--- src/asmtok_pkg.sv ---
`timescale 1ns / 1ps
// asmtok_pkg: token codes, scanner modes, result records and sizes shared by
// the assembler token scanner modules. No dependencies.
package asmtok_pkg;

  localparam int LABEL_MAX   = 32;
  localparam int LEN_W       = 6;
  localparam int ACC_W       = 17;
  localparam int NV_W        = ACC_W + 5;
  localparam int LIMIT_W     = 16;
  localparam int CFG_IDX_W   = 2;
  localparam int QUEUE_DEPTH = 4;
  localparam int QPTR_W      = $clog2(QUEUE_DEPTH);
  localparam int QCNT_W      = $clog2(QUEUE_DEPTH + 1);

  localparam logic [ACC_W-1:0]     ACC_MAX           = '1;
  localparam logic [LIMIT_W-1:0]   SMALL_LIMIT_RESET = 16'd255;
  localparam logic [LIMIT_W-1:0]   BIG_LIMIT_RESET   = 16'd65535;
  localparam logic [CFG_IDX_W-1:0] CFG_SMALL_LIMIT   = 2'd0;
  localparam logic [CFG_IDX_W-1:0] CFG_BIG_LIMIT     = 2'd1;

  localparam logic [7:0] CH_NUL    = 8'h00;
  localparam logic [7:0] CH_TAB    = 8'h09;
  localparam logic [7:0] CH_NL     = 8'h0a;
  localparam logic [7:0] CH_SPACE  = 8'h20;
  localparam logic [7:0] CH_DOLLAR = 8'h24;
  localparam logic [7:0] CH_LPAREN = 8'h28;
  localparam logic [7:0] CH_RPAREN = 8'h29;
  localparam logic [7:0] CH_COMMA  = 8'h2c;
  localparam logic [7:0] CH_ZERO   = 8'h30;
  localparam logic [7:0] CH_NINE   = 8'h39;
  localparam logic [7:0] CH_COLON  = 8'h3a;
  localparam logic [7:0] CH_SEMI   = 8'h3b;
  localparam logic [7:0] CH_UA     = 8'h41;
  localparam logic [7:0] CH_UF     = 8'h46;
  localparam logic [7:0] CH_UZ     = 8'h5a;
  localparam logic [7:0] CH_USCORE = 8'h5f;
  localparam logic [7:0] CH_LA     = 8'h61;
  localparam logic [7:0] CH_LB     = 8'h62;
  localparam logic [7:0] CH_LF     = 8'h66;
  localparam logic [7:0] CH_LX     = 8'h78;
  localparam logic [7:0] CH_LZ     = 8'h7a;
  localparam logic [3:0] DIGIT_TEN = 4'd10;

  typedef enum logic [3:0] {
    KIND_ICHAR  = 4'd0,
    KIND_IEND   = 4'd1,
    KIND_NUM8   = 4'd2,
    KIND_NUM16  = 4'd3,
    KIND_COLON  = 4'd4,
    KIND_COMMA  = 4'd5,
    KIND_LPAREN = 4'd6,
    KIND_RPAREN = 4'd7,
    KIND_DOLLAR = 4'd8,
    KIND_ERROR  = 4'd9
  } kind_e;

  typedef enum logic [1:0] {
    ERR_NONE      = 2'd0,
    ERR_LABEL_LEN = 2'd1,
    ERR_TOO_BIG   = 2'd2,
    ERR_UNKNOWN   = 2'd3
  } err_e;

  typedef enum logic [2:0] {
    MODE_IDLE    = 3'd0,
    MODE_IDENT   = 3'd1,
    MODE_ZERO    = 3'd2,
    MODE_NUMBER  = 3'd3,
    MODE_COMMENT = 3'd4,
    MODE_HALT    = 3'd5
  } mode_e;

  typedef enum logic [1:0] {
    BASE_DEC = 2'd0,
    BASE_HEX = 2'd1,
    BASE_BIN = 2'd2
  } base_e;

  typedef struct packed {
    kind_e        kind;
    logic [7:0]   ch;
    logic         first;
    logic [15:0]  val;
    err_e         err;
  } result_t;

  // One accepted request's results: one or two records.
  typedef struct packed {
    logic    two;
    result_t r0;
    result_t r1;
  } bundle_t;

  typedef struct packed {
    logic full;
    logic empty;
  } q_stat_t;

endpackage

--- src/asmtok_front.sv ---
`timescale 1ns / 1ps
// asmtok_front: accepts source bytes, runs the scanner state and the limit
// registers, and pushes each request's results as one bundle. Uses asmtok_pkg.
module asmtok_front (
  input  logic                             clk_i,
  input  logic                             rst_ni,
  input  logic                             in_valid_i,
  output logic                             in_ready_o,
  input  logic [7:0]                       char_byte_i,
  input  logic                             end_of_text_i,
  input  logic                             cfg_we_i,
  input  logic [asmtok_pkg::CFG_IDX_W-1:0] cfg_index_i,
  input  logic [asmtok_pkg::LIMIT_W-1:0]   cfg_data_i,
  input  asmtok_pkg::q_stat_t              q_stat_i,
  output logic                             push_o,
  output asmtok_pkg::bundle_t              push_data_o
);
  import asmtok_pkg::*;

  mode_e                mode_q, mode_d;
  logic [LEN_W-1:0]     len_q, len_d;
  logic [ACC_W-1:0]     acc_q, acc_d;
  logic                 ovf_q, ovf_d;
  base_e                base_q, base_d;
  logic [LIMIT_W-1:0]   small_q, big_q;

  logic [7:0]           c;
  logic                 eot, accept;
  logic                 is_letter, is_digit, is_alnum, digit_ok;
  logic [3:0]           dval;
  logic [NV_W-1:0]      acc_x, mul, nv;
  logic [ACC_W-1:0]     acc_sat;
  logic                 acc_ovf, fin_err, len_full;
  result_t              fin_res;

  logic                 idl_emit, idl_ident, idl_start;
  result_t              idl_res;
  mode_e                idl_mode;
  logic [ACC_W-1:0]     idl_acc;

  logic                 any, use_idle, idle_slot1;
  result_t              res0, res1;
  logic                 two;

  assign c        = char_byte_i;
  assign eot      = end_of_text_i | (c == CH_NUL);
  assign accept   = in_valid_i & in_ready_o;
  assign in_ready_o = ~q_stat_i.full;

  assign is_letter = ((c >= CH_LA) && (c <= CH_LZ)) || ((c >= CH_UA) && (c <= CH_UZ))
                     || (c == CH_USCORE);
  assign is_digit  = (c >= CH_ZERO) && (c <= CH_NINE);
  assign is_alnum  = is_letter | is_digit;
  assign len_full  = len_q >= LEN_W'(LABEL_MAX - 1);

  always_comb begin
    digit_ok = 1'b1;
    dval     = '0;
    if (is_digit) begin
      dval = 4'(c - CH_ZERO);
    end else if ((c >= CH_LA) && (c <= CH_LF)) begin
      dval = 4'(c - CH_LA) + DIGIT_TEN;
    end else if ((c >= CH_UA) && (c <= CH_UF)) begin
      dval = 4'(c - CH_UA) + DIGIT_TEN;
    end else begin
      digit_ok = 1'b0;
    end
  end

  // Constant-base multiply as shifts and adds.
  assign acc_x = NV_W'(acc_q);
  always_comb begin
    unique case (base_q)
      BASE_HEX: mul = acc_x << 4;
      BASE_BIN: mul = acc_x << 1;
      default:  mul = (acc_x << 3) + (acc_x << 1);
    endcase
  end
  assign nv      = mul + NV_W'(dval);
  assign acc_sat = (nv > NV_W'(ACC_MAX)) ? ACC_MAX : nv[ACC_W-1:0];
  assign acc_ovf = nv > NV_W'(big_q);
  assign fin_err = ovf_q | (acc_q > ACC_W'(big_q));

  always_comb begin
    fin_res = '0;
    if (fin_err) begin
      fin_res.kind = KIND_ERROR;
      fin_res.err  = ERR_TOO_BIG;
    end else begin
      fin_res.kind = (acc_q <= ACC_W'(small_q)) ? KIND_NUM8 : KIND_NUM16;
      fin_res.val  = acc_q[15:0];
    end
  end

  // Classify a byte as seen from idle.
  always_comb begin
    idl_emit  = 1'b0;
    idl_ident = 1'b0;
    idl_start = 1'b0;
    idl_res   = '0;
    idl_mode  = MODE_IDLE;
    idl_acc   = ACC_W'(dval);
    unique case (c)
      CH_SPACE, CH_NL, CH_TAB: ;
      CH_COLON:  begin idl_emit = 1'b1; idl_res.kind = KIND_COLON;  end
      CH_COMMA:  begin idl_emit = 1'b1; idl_res.kind = KIND_COMMA;  end
      CH_LPAREN: begin idl_emit = 1'b1; idl_res.kind = KIND_LPAREN; end
      CH_RPAREN: begin idl_emit = 1'b1; idl_res.kind = KIND_RPAREN; end
      CH_DOLLAR: begin idl_emit = 1'b1; idl_res.kind = KIND_DOLLAR; end
      CH_SEMI:   idl_mode = MODE_COMMENT;
      default: begin
        if (is_letter) begin
          idl_emit      = 1'b1;
          idl_ident     = 1'b1;
          idl_res.kind  = KIND_ICHAR;
          idl_res.ch    = c;
          idl_res.first = 1'b1;
          idl_mode      = MODE_IDENT;
        end else if (is_digit) begin
          idl_start = 1'b1;
          idl_mode  = (c == CH_ZERO) ? MODE_ZERO : MODE_NUMBER;
        end else begin
          idl_emit     = 1'b1;
          idl_res.kind = KIND_ERROR;
          idl_res.err  = ERR_UNKNOWN;
          idl_mode     = MODE_HALT;
        end
      end
    endcase
  end

  // Next scanner mode.
  always_comb begin
    mode_d = mode_q;
    if (eot) begin
      mode_d = MODE_IDLE;
    end else begin
      unique case (mode_q)
        MODE_IDLE:    mode_d = idl_mode;
        MODE_IDENT:   mode_d = is_alnum ? (len_full ? MODE_HALT : MODE_IDENT) : idl_mode;
        MODE_ZERO, MODE_NUMBER: begin
          if ((mode_q == MODE_ZERO) && ((c == CH_LX) || (c == CH_LB))) begin
            mode_d = MODE_NUMBER;
          end else if (digit_ok) begin
            mode_d = MODE_NUMBER;
          end else begin
            mode_d = fin_err ? MODE_HALT : idl_mode;
          end
        end
        MODE_COMMENT: mode_d = (c == CH_NL) ? MODE_IDLE : MODE_COMMENT;
        default:      mode_d = MODE_HALT;
      endcase
    end
  end

  // Results and datapath state.
  always_comb begin
    res0       = '0;
    res1       = '0;
    two        = 1'b0;
    any        = 1'b0;
    use_idle   = 1'b0;
    idle_slot1 = 1'b0;
    len_d      = len_q;
    acc_d      = acc_q;
    ovf_d      = ovf_q;
    base_d     = base_q;
    if (eot) begin
      if (mode_q == MODE_IDENT) begin
        res0.kind = KIND_IEND;
        any       = 1'b1;
      end else if ((mode_q == MODE_ZERO) || (mode_q == MODE_NUMBER)) begin
        res0 = fin_res;
        any  = 1'b1;
      end
      len_d = '0;
    end else begin
      unique case (mode_q)
        MODE_IDLE: use_idle = 1'b1;
        MODE_IDENT: begin
          any = 1'b1;
          if (is_alnum) begin
            if (len_full) begin
              res0.kind = KIND_ERROR;
              res0.err  = ERR_LABEL_LEN;
            end else begin
              res0.kind = KIND_ICHAR;
              res0.ch   = c;
              len_d     = len_q + LEN_W'(1);
            end
          end else begin
            res0.kind  = KIND_IEND;
            use_idle   = 1'b1;
            idle_slot1 = 1'b1;
          end
        end
        MODE_ZERO, MODE_NUMBER: begin
          if ((mode_q == MODE_ZERO) && (c == CH_LX)) begin
            acc_d  = '0;
            ovf_d  = 1'b0;
            base_d = BASE_HEX;
          end else if ((mode_q == MODE_ZERO) && (c == CH_LB)) begin
            acc_d  = '0;
            ovf_d  = 1'b0;
            base_d = BASE_BIN;
          end else if (digit_ok) begin
            acc_d = acc_sat;
            if (acc_ovf) ovf_d = 1'b1;
          end else begin
            res0 = fin_res;
            any  = 1'b1;
            if (!fin_err) begin
              use_idle   = 1'b1;
              idle_slot1 = 1'b1;
            end
          end
        end
        default: ;
      endcase
    end
    if (use_idle) begin
      if (idl_emit) begin
        any = 1'b1;
        if (idle_slot1) begin
          res1 = idl_res;
          two  = 1'b1;
        end else begin
          res0 = idl_res;
        end
      end
      if (idl_ident) len_d = LEN_W'(1);
      if (idl_start) begin
        acc_d  = idl_acc;
        ovf_d  = 1'b0;
        base_d = BASE_DEC;
      end
    end
  end

  assign push_o           = accept & any;
  assign push_data_o.two  = two;
  assign push_data_o.r0   = res0;
  assign push_data_o.r1   = res1;

  always_ff @(posedge clk_i or negedge rst_ni) begin
    if (!rst_ni) begin
      mode_q <= MODE_IDLE;
      len_q  <= '0;
      acc_q  <= '0;
      ovf_q  <= 1'b0;
      base_q <= BASE_DEC;
    end else if (accept) begin
      mode_q <= mode_d;
      len_q  <= len_d;
      acc_q  <= acc_d;
      ovf_q  <= ovf_d;
      base_q <= base_d;
    end
  end

  always_ff @(posedge clk_i or negedge rst_ni) begin
    if (!rst_ni) begin
      small_q <= SMALL_LIMIT_RESET;
      big_q   <= BIG_LIMIT_RESET;
    end else if (cfg_we_i) begin
      if (cfg_index_i == CFG_SMALL_LIMIT) small_q <= cfg_data_i;
      if (cfg_index_i == CFG_BIG_LIMIT)   big_q   <= cfg_data_i;
    end
  end

endmodule

--- src/asmtok_queue.sv ---
`timescale 1ns / 1ps
// asmtok_queue: short FIFO of result bundles between scanner front and output
// back. Uses asmtok_pkg.
module asmtok_queue (
  input  logic                clk_i,
  input  logic                rst_ni,
  input  logic                push_i,
  input  asmtok_pkg::bundle_t push_data_i,
  input  logic                pop_i,
  output asmtok_pkg::bundle_t pop_data_o,
  output asmtok_pkg::q_stat_t stat_o
);
  import asmtok_pkg::*;

  bundle_t            mem_q [QUEUE_DEPTH];
  logic [QPTR_W-1:0]  wr_q, rd_q;
  logic [QCNT_W-1:0]  count_q;

  assign stat_o.full  = count_q == QCNT_W'(QUEUE_DEPTH);
  assign stat_o.empty = count_q == '0;
  assign pop_data_o   = mem_q[rd_q];

  always_ff @(posedge clk_i) begin
    if (push_i) mem_q[wr_q] <= push_data_i;
  end

  always_ff @(posedge clk_i or negedge rst_ni) begin
    if (!rst_ni) begin
      wr_q    <= '0;
      rd_q    <= '0;
      count_q <= '0;
    end else begin
      if (push_i) wr_q <= wr_q + QPTR_W'(1);
      if (pop_i)  rd_q <= rd_q + QPTR_W'(1);
      if (push_i && !pop_i)      count_q <= count_q + QCNT_W'(1);
      else if (pop_i && !push_i) count_q <= count_q - QCNT_W'(1);
    end
  end

  a_no_push_full: assert property (@(posedge clk_i) disable iff (!rst_ni)
    !(push_i && stat_o.full)) else $error("queue push while full");
  a_no_pop_empty: assert property (@(posedge clk_i) disable iff (!rst_ni)
    !(pop_i && stat_o.empty)) else $error("queue pop while empty");
  a_count_bound: assert property (@(posedge clk_i) disable iff (!rst_ni)
    count_q <= QCNT_W'(QUEUE_DEPTH)) else $error("queue count beyond depth");
  a_count_grow: assert property (@(posedge clk_i) disable iff (!rst_ni)
    (push_i && !pop_i) |=> (count_q == $past(count_q) + QCNT_W'(1)))
    else $error("queue count did not advance on push");

endmodule

--- src/asmtok_back.sv ---
`timescale 1ns / 1ps
// asmtok_back: pops result bundles and presents their records one at a time
// from an output register. Uses asmtok_pkg.
module asmtok_back (
  input  logic                clk_i,
  input  logic                rst_ni,
  input  asmtok_pkg::q_stat_t q_stat_i,
  input  asmtok_pkg::bundle_t pop_data_i,
  output logic                pop_o,
  output logic                out_valid_o,
  input  logic                out_ready_i,
  output logic [3:0]          token_kind_o,
  output logic [7:0]          ident_char_o,
  output logic                ident_first_o,
  output logic [15:0]         number_value_o,
  output logic [1:0]          error_code_o,
  output logic                last_of_run_o
);
  import asmtok_pkg::*;

  bundle_t hold_q;
  logic    hold_v_q;
  logic    phase_q;
  logic    last;
  result_t cur;

  assign last  = phase_q | ~hold_q.two;
  assign pop_o = ~q_stat_i.empty & (~hold_v_q | (out_ready_i & last));
  assign cur   = phase_q ? hold_q.r1 : hold_q.r0;

  assign out_valid_o    = hold_v_q;
  assign token_kind_o   = cur.kind;
  assign ident_char_o   = cur.ch;
  assign ident_first_o  = cur.first;
  assign number_value_o = cur.val;
  assign error_code_o   = cur.err;
  assign last_of_run_o  = last;

  always_ff @(posedge clk_i) begin
    if (pop_o) hold_q <= pop_data_i;
  end

  always_ff @(posedge clk_i or negedge rst_ni) begin
    if (!rst_ni) begin
      hold_v_q <= 1'b0;
      phase_q  <= 1'b0;
    end else if (pop_o) begin
      hold_v_q <= 1'b1;
      phase_q  <= 1'b0;
    end else if (hold_v_q && out_ready_i) begin
      if (last) hold_v_q <= 1'b0;
      else      phase_q  <= 1'b1;
    end
  end

endmodule

--- src/assembler_token_scanner.sv ---
`timescale 1ns / 1ps
// assembler_token_scanner: byte-serial assembler lexer, top level.
// Throughput: one source byte per cycle while the queue is not full; a byte that
// gives two tokens holds the output register for both, absorbed by a four-bundle
// queue. A byte's first token passes through the queue, then the output register.
// Reset (rst_ni low, asynchronous): scanner idle, limits 255 / 65535, queue
// and output register empty. Depends on asmtok_pkg, front, queue and back.
module assembler_token_scanner (
  input  logic                             clk_i,
  input  logic                             rst_ni,
  // source byte request
  input  logic                             in_valid_i,
  output logic                             in_ready_o,
  input  logic [7:0]                       char_byte_i,
  input  logic                             end_of_text_i,
  // limit register writes
  input  logic                             cfg_we_i,
  input  logic [asmtok_pkg::CFG_IDX_W-1:0] cfg_index_i,
  input  logic [asmtok_pkg::LIMIT_W-1:0]   cfg_data_i,
  // token request
  output logic                             out_valid_o,
  input  logic                             out_ready_i,
  output logic [3:0]                       token_kind_o,
  output logic [7:0]                       ident_char_o,
  output logic                             ident_first_o,
  output logic [15:0]                      number_value_o,
  output logic [1:0]                       error_code_o,
  output logic                             last_of_run_o
);
  import asmtok_pkg::*;

  // Front to queue: a bundle per byte that yields any token.
  logic    push;
  bundle_t push_data;
  // Queue to back: head bundle, pop strobe, fill status.
  logic    pop;
  bundle_t pop_data;
  q_stat_t q_stat;

  // Classify the byte and advance the scanner in the cycle it is accepted;
  // stall only when the queue has no room.
  asmtok_front u_front (
    .clk_i         (clk_i),
    .rst_ni        (rst_ni),
    .in_valid_i    (in_valid_i),
    .in_ready_o    (in_ready_o),
    .char_byte_i   (char_byte_i),
    .end_of_text_i (end_of_text_i),
    .cfg_we_i      (cfg_we_i),
    .cfg_index_i   (cfg_index_i),
    .cfg_data_i    (cfg_data_i),
    .q_stat_i      (q_stat),
    .push_o        (push),
    .push_data_o   (push_data)
  );

  // Decouple the scanner from output back-pressure.
  asmtok_queue u_queue (
    .clk_i       (clk_i),
    .rst_ni      (rst_ni),
    .push_i      (push),
    .push_data_i (push_data),
    .pop_i       (pop),
    .pop_data_o  (pop_data),
    .stat_o      (q_stat)
  );

  // Hand out the tokens of each bundle in order, flagging the last one.
  asmtok_back u_back (
    .clk_i          (clk_i),
    .rst_ni         (rst_ni),
    .q_stat_i       (q_stat),
    .pop_data_i     (pop_data),
    .pop_o          (pop),
    .out_valid_o    (out_valid_o),
    .out_ready_i    (out_ready_i),
    .token_kind_o   (token_kind_o),
    .ident_char_o   (ident_char_o),
    .ident_first_o  (ident_first_o),
    .number_value_o (number_value_o),
    .error_code_o   (error_code_o),
    .last_of_run_o  (last_of_run_o)
  );

endmodule
--- config.mk ---
export PLATFORM = sky130hd
export DESIGN_NAME = assembler_token_scanner
export DESIGN_NICKNAME = d
export VERILOG_FILES = /design/src/asmtok_pkg.sv /design/src/asmtok_front.sv /design/src/asmtok_queue.sv /design/src/asmtok_back.sv /design/src/assembler_token_scanner.sv
export SDC_FILE = /design/constraint.sdc
export NUM_CORES = 1
export LEC_CHECK = 0
export BUFFER_PORTS_ARGS = -buffer_cell sky130_fd_sc_hd__buf_2
export CAP_MARGIN = 20
export CORE_UTILIZATION = 50
export DETAILED_ROUTE_END_ITERATION = 6
export HOLD_SLACK_MARGIN = 0.02
export PLACE_DENSITY = 0.76
export SYNTH_ARGS = -nofsm -noshare
export SYNTH_HDL_FRONTEND = slang
export SYNTH_SLANG_ARGS = --single-unit
--- constraint.sdc ---
create_clock -name clk_i -period 4.6 [get_ports clk_i]
set_input_delay 0.92 -clock clk_i [delete_from_list [all_inputs] [get_ports clk_i]]
set_output_delay 0.92 -clock clk_i [all_outputs]
set_load 0.05 [all_outputs]
==> impl_metrics.tcl, run 1 <==
set metrics [dict create \
    status "finished, final reports clean" \
    core_sq_um 30000 \
    die-area_sq_um 31500 \
    placementRows 63 \
    synthDistinctLibCells 88 \
    power_mw 12.4 \
    synth_ff_type "edfxtp_1" \
    critical_path_class "in -> reg" \
    cts_hold_buf 0 \
    rr_worst_depth 17 \
    dr_total_vias 10700 \
    synthCells 1192 \
    startpoint_type "primary input" \
    fin_nets 1490 \
    cts_sinks 300 \
    h-tree-depth 1 \
    boundaryPins 66 \
    final_util 0.615 \
    ys_top_cells_by_area "edfxtp_1 (45%), dfrtp_1 (7.5%), mux4_2 (6.7%)" \
    synth_edf_count 230 \
    relSlewSlack 0.291 \
    yosysWarnings 0 \
    hold_viol_final 0 \
    synthesis.area_sq_um 15400 \
    gr-usage-all-layers 0.245 \
    hold_path.class "in -> async" \
    routed_wirelength_um 38400 \
    async_flop_share 0.233 \
    ys_ff_latch 300 \
    yosysMostFrequentCell "edfxtp_1" \
    setup_tns_ns 0 \
    cp_data_required_time_ns 5.01 \
    path_clk_slew_ns 0.07 \
    numCtsBuffers 30 \
    synth.avg_cell_area_sq_um 12.9 \
    grt_remaining_overflow 0 \
    die_y_um 177 \
    maxSlewViolCount 0 \
    drcViolationCount 0 \
    synth-seq-area-share 0.565 \
    synth.top_cell.area_share 0.449 \
    globalplace.congestion 0.941 \
    end_kind "flop" \
    first_iter_violations 819 \
    grt_pass1_wl_um 59000 \
    clk_latency_ns 0.56 \
    cts-root-buf "clkbuf_16" \
    drv_cap 0 \
    start_util 0.513 \
    dp_hpwl_um 26300 \
    path_max_fanout 9 \
    skew_ns 0.0266 \
    p_leak_nw 7.06 \
    grt_max_degree 50 \
    die_width_um 177 \
    setup_viol 0 \
    post-route-period-util 0.975 \
    critPathArrivalTime_ns 4.90 \
    drive_above_1_share 0.303 \
    viasPerCell 5.99 \
    power.density_nw_per_um2 675 \
    yosysTopAreaCell "edfxtp_1" \
    grt_pass1_vias 10500 \
    post_drt_wl_per_cell_um 21.5 \
    max_freq_mhz 223 \
    period_needed_ns 4.49 \
    portBuffers 65 \
    rsz0062_at_grt "yes" \
    antenna_found_initial 0 \
    cts_tree "yes" \
    clock_path_buffers 3 \
    placed_cells 1722 \
    nFillCells 2244 \
    first_pass_iters 6 \
    diodes 0 \
    ir_drop_v 0.000411 \
    worst_pin_slew_ns 1.06 \
    ant_nets 0 \
    ys_top_cells_by_count "edfxtp_1 (230), nand2_1 (79), ha_1 (78)" \
    area_delta_synth_final_pct 19.8 \
    finalNonFillerCells 1791 \
]
## area by class of cell
class | count | area, sq um | share of cell area
multi-input combinational | 778 | 6490 | 0.352
sequential | 300 | 8690 | 0.472
timing repair buffer | 200 | 1410 | 0.0763
clock buffer | 38 | 843 | 0.0458
tap | 390 | 488 | 0.0265
inverter | 67 | 255 | 0.0139
clock inverter | 18 | 245 | 0.0133
## registers in the layout (all words and copies together), names as in the netlist
register,flops
u_front.acc_q,17
u_front.base_q,2
u_front.len_q,6
u_back.out_valid_o,1
u_queue.wr_q,2
u_back.phase_q,1
u_front.small_q,16
u_back.hold_q,46
u_queue.count_q,3
u_queue.rd_q,2
u_front.mode_q,3
u_front.ovf_q,1
u_front.big_q,16
u_queue.mem_q,184
## cells in the final DEF, fill, tap and decap left out, drive strengths merged, types with 7 or more instances in the layout
master	netlist	layout
conb	1	8
a21o	13	13
nand2b	10	10
nand4	10	10
and3	9	9
clkbuf	41	38
dfrtp	46	46
nor3	37	37
xor2	10	10
clkinv	1	11
inv	66	67
mux4	46	46
mux2	35	35
nor4	7	7
edfxtp	230	230
a31oi	13	13
nand2	79	79
nor2	59	59
a211oi	8	8
xnor2	16	16
and2	24	24
nor2b	28	28
buf	13	200
o21a	10	10
o211ai	14	14
nand3	23	23
a22oi	15	15
dfstp	24	24
a21oi	45	45
o21ai	68	68
o31ai	8	8
ha	78	78
## report_power, final
| part | total (mW) | internal, mW | leakage (nW) | switching [mW] |
|---|---|---|---|---|
| clock network | 2.66 | 1.63 | 0.535 | 1.02 |
| logic | 5.72 | 2.32 | 3.57 | 3.40 |
| registers | 4.05 | 3.69 | 2.96 | 0.358 |
## path summary, 6_finish.rpt
check	start	to	slack (ns)
max reg2reg	u_front.acc_q[0]	u_front.ovf_q	0.17
max	char_byte_i[1]	u_front.acc_q[7]	0.11
min	rst_ni	u_front.acc_q[3]	0.45
max in group asynchronous	rst_ni	u_front.big_q[10]	3.21
min in group clk_i	u_queue.count_q[2]	u_queue.count_q[2]	0.51
min reg2reg	u_queue.count_q[2]	u_queue.count_q[2]	0.51
## logic make-up after synthesis
family | after synthesis | share of synthesized area
buffers and inverters | 121 | 0.0305
muxes | 82 | 0.0939
adders and majority gates | 83 | 0.0687
DFF | 300 | 0.565
AOI/OAI and AO/OA | 261 | 0.118
and+or+nand+nor | 318 | 0.109
other | 1 | 0.000244
xor gates and xnor gates | 26 | 0.0148
## critical path, stage by stage
cell	delay (ns)
buf_6	0.08
clkinvlp_4	0.13
ha_4	0.19
or2_4	0.24
a21o_1	0.17
and2_4	0.16
buf_6	0.11
o21ai_4	0.15
o21ai_4	0.11
ha_4	0.28
a21oi_2	0.05
maj3_2	0.35
buf_4	0.16
or4_4	0.45
nand3b_4	0.18
mux2_4	0.33
o21ai_2	0.27
buf_4	0.22
nand2_1	0.12
o211ai_1	0.21
## layer usage
metal  GRT usage  share of wire  vias up  wire (um)
met5           0              0        -          0
met4      0.0645          0.021        0        822
met2       0.421           0.50      363      19100
met1       0.330           0.43     5371      16300
met3      0.0285          0.056       58       2170
li1            -              -     4937          -
## what timing repair did
item	in CTS	in global routing
resized for setup	3	37
setup endpoints to repair	1	4
buffers inserted	3	10
pin swaps	2	24
cloned	0	0
## stage by stage
stage	worst slack, ns	instance area, sq um	hold slack, ns
6_report	0.114	18400	0.445
3_3_place_gp	-0.553	17000	0.487
2_1_floorplan	-0.307	15500	0.461
5_1_grt	-0.0841	18400	0.489
3_5_place_dp	-0.611	17000	0.504
4_1_cts	0.00854	18200	0.448
Power figures use the tool's default switching activity.
==> inputs of run 2 (changes only) <==
--- a/config.mk
+++ b/config.mk
@@ -5,12 +5,13 @@
 export SDC_FILE = /design/constraint.sdc
 export NUM_CORES = 1
 export LEC_CHECK = 0
+export ABC_AREA = 1
 export BUFFER_PORTS_ARGS = -buffer_cell sky130_fd_sc_hd__buf_2
 export CAP_MARGIN = 20
-export CORE_UTILIZATION = 50
+export CORE_UTILIZATION = 45
 export DETAILED_ROUTE_END_ITERATION = 6
 export HOLD_SLACK_MARGIN = 0.02
-export PLACE_DENSITY = 0.76
+export PLACE_DENSITY = 0.71
 export SYNTH_ARGS = -nofsm -noshare
 export SYNTH_HDL_FRONTEND = slang
 export SYNTH_SLANG_ARGS = --single-unit
==> run 2 against run 1 <==
Compared with the run above:
- cell count is 34% higher
- synthesized area up 6.0%
- flip-flop and latch count unchanged
- worst setup slack better by 0.33 ns
- clock-buffer cell count up 2
- non-clock buffer count shrank 77
- die area is 18% higher
- critical path depth unchanged
- sequential share of layout area is 0.43 points lower
- combinational power fell by 23%
- hold slack worse by 0.082 ns
- highest routed layer unchanged
- critical endpoint is now u_front.ovf_q
==> impl_metrics.tcl, run 2 <==
set metrics [dict create \
    relSlewSlack 0.404 \
    area_delta_synth_final_pct 14.1 \
    synthCells 1813 \
    placementRows 69 \
    cp_data_required_time_ns 5.09 \
    period_needed_ns 4.15 \
    finalNonFillerCells 2404 \
    seq_area_sq_um 8690 \
    maxSlewViolCount 0 \
    fin_area_sq_um 18600 \
    core_sq_um 35600 \
    skew_ns 0.0226 \
    p_sw_mw 4.46 \
    synth.avg_cell_area_sq_um 8.99 \
    seqPwrFrac 0.363 \
    start_util 0.458 \
    antenna_found_initial 0 \
    finalHoldWorstSlack_ns 0.364 \
    setup_ws_ns 0.449 \
    grt_pass1_wl_um 65500 \
    reg_top3 "u_queue.mem_q x184, u_back.hold_q x46, u_front.acc_q x17" \
    cts-root-buf "clkbuf_16" \
    first_iter_violations 966 \
    final_util 0.523 \
    drcViolationCount 0 \
    cts_hold_buf 0 \
    yosysWarnings 0 \
    boundaryPins 66 \
    cts_sinks 300 \
    ant_nets 0 \
    mostFrequentLayoutCell "nand2_1" \
    routed_wirelength_um 41000 \
    ys_top_cells_by_area "edfxtp_1 (42%), nand2_1 (8.8%), dfrtp_1 (7.1%)" \
    post_drt_wl_per_cell_um 17.0 \
    end_kind "flop" \
    nFillCells 3217 \
    viasPerCell 5.36 \
    placed_cells 2345 \
    p_clk_frac 0.232 \
    portBuffers 65 \
    dp_hpwl_um 28400 \
    ir_drop_v 0.000521 \
    globalplace.congestion 0.956 \
    startpoint_type "flop" \
    cts-resized-gates 0 \
    critPathArrivalTime_ns 4.64 \
    synth_edf_count 230 \
    swShare 0.408 \
    grt_remaining_overflow 0 \
    critical_path_class "reg -> reg" \
    ys_top_cells_by_count "nand2_1 (383), edfxtp_1 (230), inv_1 (224), nor2_1 (224), o21ai_0 (176)" \
    power.internal_mw 6.46 \
    post_cts_buffers 0 \
    p_comb_frac 0.405 \
    largest_reg_flops 184 \
    synth-seq-area-share 0.533 \
    crit_chain "ha_1 > fa_1 > nand3_1 > nand3_1 > or2_2 > a31oi_1 > nor2_2 > nand3_1 > xor2_1 > ha_1 > a21oi_1 > o21ai_0 > a21oi_1 > o21ai_0 > nand2_1 > nand2_1 > o41ai_1 > nand4_1 > a21oi_1 > nor2_1" \
    power.density_nw_per_um2 587 \
    drv_cap 0 \
    post-route-period-util 0.902 \
    synth_ff_type "edfxtp_1" \
    cts_tree "yes" \
    cpPeakStageDelay_ns 0.50 \
    status "finished, final reports clean" \
    worst_pin_slew_ns 0.892 \
    gr-usage-all-layers 0.227 \
    hold_path.class "in -> async" \
    fin_nets 2031 \
    die_y_um 192 \
    die-area_sq_um 37000 \
    path_max_fanout 5 \
    yosysMostFrequentCell "nand2_1" \
    place_area_sq_um 17500 \
    clk_latency_ns 0.59 \
    rsz0062_at_grt "no" \
    synth.top_cell.area_share 0.424 \
    ys_ff_latch 300 \
    synthDistinctLibCells 57 \
    drive_above_1_share 0.144 \
    max_freq_mhz 241 \
    grt_max_degree 53 \
    synthesis.area_sq_um 16300 \
    die_width_um 192 \
    h-tree-depth 1 \
    async_flop_share 0.233 \
    final_cell_mix "nand2_1 (383), edfxtp_1 (230), inv_1 (222), nor2_1 (219), o21ai_0 (176)" \
    yosysTopAreaCell "edfxtp_1" \
    multiInputGateArea_sq_um 6480 \
    r2r_setup_slack_ns 0.45 \
    top_register "u_queue.mem_q" \
    numCtsBuffers 31 \
    hold_viol_final 0 \
    dr_total_vias 12900 \
    first_pass_iters 5 \
    grt_pass1_vias 12300 \
    setup_viol 0 \
    p_leak_nw 8.14 \
    path_clk_slew_ns 0.07 \
    critPathSlowestCell "fa_1" \
    post-place-ws_ns -0.0577 \
    clock_path_buffers 3 \
]
-- run 2: power by group through the flow --
stage	clock network [mW]	logic, mW	registers [mW]
2_1_floorplan	0	3.11	3.98
3_3_place_gp	0	4.32	4.00
3_5_place_dp	0	4.41	4.01
4_1_cts	2.57	4.44	3.96
5_1_grt	2.66	4.90	4.02
6_report	2.53	4.42	3.96
-- run 2: layer usage --
metal	vias to the layer above	track usage	wire, um
met3	64	0.0280	2320
met4	0	0.0575	981
met2	407	0.373	18700
li1	6304	-	-
met5	-	0	0
met1	6110	0.317	18900
-- run 2: worst paths after layout --
kind / to / depth (start not counted) / from
worst max-delay path: u_front.ovf_q / 20 / u_front.acc_q[0]
worst min-delay path: u_front.small_q[15] / 1 / rst_ni
worst max register to register: u_front.ovf_q / 20 / u_front.acc_q[0]
worst min register to register: u_front.big_q[9] / 2 / u_front.big_q[9]
max in group asynchronous: u_queue.rd_q[0] / 2 / rst_ni
min in group clk_i: u_front.big_q[9] / 2 / u_front.big_q[9]
-- run 2: stage by stage --
| stage | setup TNS, ns | power (mW) |
|---|---|---|
| after floorplan | -62.79 | 7.09 |
| after global placement | 0 | 8.32 |
| after detailed placement | -0.0577 | 8.42 |
| after CTS | 0 | 11.0 |
| after global routing | 0 | 11.6 |
| final | 0 | 10.9 |
-- run 2: cell type report --
cell class,instances,share of cell area
diodes,1,0.000135
repair buffers,123,0.0467
clock inverters,17,0.00814
inverters,249,0.0503
well taps,461,0.0310
clock buffers,40,0.0474
multi-input cells,1213,0.349
flip-flops and latches,300,0.467
-- run 2: logic make-up after synthesis --
group                      synth area share
adders and majority gates            0.0636
buffers and inverters                0.0726
and+or+nand+nor                       0.202
DFF                                   0.533
xor gates and xnor gates             0.0108
other                              0.000230
muxes                              0.000691
AOI/OAI and AO/OA                     0.117
-- run 2: critical path: cells and delay by family (launching register included) --
kind,cells,cell delay (ns)
simple gates,9,1.26
fa+ha+maj,3,1.10
compound gates,7,0.99
flops,1,0.42
xor+xnor,1,0.27
==> inputs of run 3 (changes only) <==
--- a/config.mk
+++ b/config.mk
@@ -12,6 +12,7 @@
 export DETAILED_ROUTE_END_ITERATION = 6
 export HOLD_SLACK_MARGIN = 0.02
 export PLACE_DENSITY = 0.71
+export SKIP_CTS_REPAIR_TIMING = 1
 export SYNTH_ARGS = -nofsm -noshare
 export SYNTH_HDL_FRONTEND = slang
 export SYNTH_SLANG_ARGS = --single-unit
==> constraint.sdc (replaced) <==
create_clock -name clk_i -period 4.6 [get_ports clk_i]
set_input_delay 0.23 -clock clk_i [delete_from_list [all_inputs] [get_ports clk_i]]
set_output_delay 0.23 -clock clk_i [all_outputs]
set_load 0.05 [all_outputs]
==> run 3 against run 2 <==
Compared with the run above:
- the run now ends with design-rule violations left
- via count decreased by 0.72%
- sequential power hardly changed
- first-iteration DRC count grew 22%
- largest cell class unchanged
- wire length is 0.30% lower
- sequential share of layout area rose by 0.14 points
- cell count down 0.29%
- flip-flop and latch count stayed put
- combinational power hardly changed
==> impl_metrics.tcl, run 3 (synthesis gave the netlist of run 2 again) <==
set metrics [dict create \
    status "finished, violations left" \
    violations "design-rule violations" \
    grtUsageMet1 0.306 \
    cts_tree "yes" \
    drive_above_1_share 0.132 \
    drcViolationCount 2 \
    startpoint_type "flop" \
    busiest_layer "met2" \
    globalplace.congestion 0.920 \
    worst_pin_slew_ns 0.939 \
    grt_pass1_wl_um 64500 \
    start_util 0.458 \
    skew_ns 0.0226 \
    portBuffers 65 \
    first_pass_iters 7 \
    gr-usage-all-layers 0.223 \
    p_sw_mw 4.43 \
    end_kind "flop" \
    path_clk_slew_ns 0.06 \
    p_leak_nw 8.08 \
    fin_nets 2022 \
    viasPerCell 5.34 \
    grt_pass1_vias 12000 \
    die-area_sq_um 37000 \
    nFillCells 3294 \
    critical_path_class "reg -> reg" \
    numCtsBuffers 31 \
    use_met2 0.367 \
    path_max_fanout 5 \
    ir_drop_v 0.000572 \
    relSlewSlack 0.374 \
    setup_viol 0 \
    cts-root-buf "clkbuf_16" \
    finalHoldWorstSlack_ns 0.0569 \
    routed_wirelength_um 40900 \
    final_cell_mix "nand2_1 (383), edfxtp_1 (230), inv_1 (222), nor2_1 (219), o21ai_0 (176)" \
    top_register "u_queue.mem_q" \
    mostFrequentLayoutCell "nand2_1" \
    antenna_found_initial 0 \
    grt_max_degree 69 \
    hold_viol_final 0 \
    ant_nets 0 \
    cts_sinks 300 \
    largest_reg_flops 184 \
    area_delta_synth_final_pct 13.8 \
    max_freq_mhz 246 \
    hold_path.class "in -> reg" \
    rsz0062_at_grt "no" \
    h-tree-depth 1 \
    swShare 0.408 \
    first_iter_violations 1181 \
    maxSlewViolCount 0 \
    clock_path_buffers 3 \
    grt_remaining_overflow 0 \
    boundaryPins 66 \
    dp_hpwl_um 28200 \
    critPathArrivalTime_ns 4.54 \
    clk_latency_ns 0.58 \
    power.density_nw_per_um2 586 \
    drv_cap 0 \
    power.internal_mw 6.44 \
    cp_data_required_time_ns 5.08 \
    reg_top3 "u_queue.mem_q x184, u_back.hold_q x46, u_front.acc_q x17" \
    use_met3 0.0264 \
    post-route-period-util 0.883 \
    setup_tns_ns 0 \
    die_y_um 192 \
    core_sq_um 35600 \
    p_clk_frac 0.233 \
    dr_total_vias 12800 \
    die_width_um 192 \
    p_comb_frac 0.404 \
    period_needed_ns 4.06 \
    placementRows 69 \
    seqPwrFrac 0.364 \
    post_drt_wl_per_cell_um 17.0 \
]
run 3: changes by cell type in the layout (fill, tap and decap cells not counted), sizes merged:
cell / change
buf: -27
dlygate4sd3: +18
clkbuf: -3
inv: +2
bufinv: +1
clkinvlp: +1
diode: +1
run 3: stage by stage:
| step | setup WS (ns) | total power, mW | cell area, sq um | util | instances |
|---|---|---|---|---|---|
| after floorplan | 0.0524 | 7.09 | 16300 | - | 1820 |
| after global placement | 0.420 | 8.27 | 17300 | 0.486 | 2317 |
| after detailed placement | 0.307 | 8.36 | 17300 | 0.486 | 2317 |
| after CTS | 0.568 | 10.9 | 18300 | 0.515 | 2375 |
| after global routing | 0.149 | 11.5 | 18500 | 0.521 | 2395 |
| final | 0.539 | 10.9 | 18500 | 0.521 | 2397 |
run 3: cell type report:
type	count	area (sq um)	share of cell area
sequential	300	8690	0.469
multi-input combinational	1213	6480	0.350
inverter	249	935	0.0504
clock buffer	37	840	0.0453
timing repair buffer	114	805	0.0434
tap	461	577	0.0311
clock inverter	21	200	0.0108
antenna	2	5.00	0.000270
run 3: final timing paths:
check                      cells after the start  slack [ns]                   to                start
max                                           20        0.54        u_front.ovf_q     u_front.acc_q[0]
min                                            4        0.06    u_front.mode_q[1]        end_of_text_i
max reg2reg                                   20        0.54        u_front.ovf_q     u_front.acc_q[0]
min reg2reg                                    2        0.49  u_front.small_q[14]  u_front.small_q[14]
max in group asynchronous                      3        3.23      u_queue.rd_q[0]               rst_ni
min in group asynchronous                      2        0.33  u_front.small_q[12]               rst_ni
run 3: power groups by stage:
stage	Clock [mW]	Combinational [mW]	Sequential [mW]
6_report	2.53	4.39	3.95
5_1_grt	2.67	4.86	4.01
4_1_cts	2.58	4.38	3.95
3_5_place_dp	0	4.35	4.01
3_3_place_gp	0	4.28	3.99
2_1_floorplan	0	3.11	3.98
run 3: routing by layer:
layer | up-vias | share of wire | wire [um]
met3 | 89 | 0.054 | 2220
li1 | 6288 | - | -
met2 | 385 | 0.46 | 18900
met5 | - | 0 | 0
met4 | 0 | 0.033 | 1350
met1 | 6030 | 0.45 | 18400
run 3: critical path: stages, from the launching register on:
cell     delay [ns]
dfrtp_1        0.42
ha_1           0.30
fa_1           0.49
nand3_1        0.11
nand3_1        0.16
or2_2          0.31
a31oi_1        0.28
nor2_2         0.12
nand3_1        0.21
xor2_1         0.27
ha_1           0.30
a21oi_1        0.14
o21ai_0        0.11
a21oi_1        0.12
o21ai_0        0.09
nand2_1        0.06
nand2_1        0.04
o41ai_1        0.06
nand4_1        0.13
a21oi_1        0.16
nor2_1         0.06
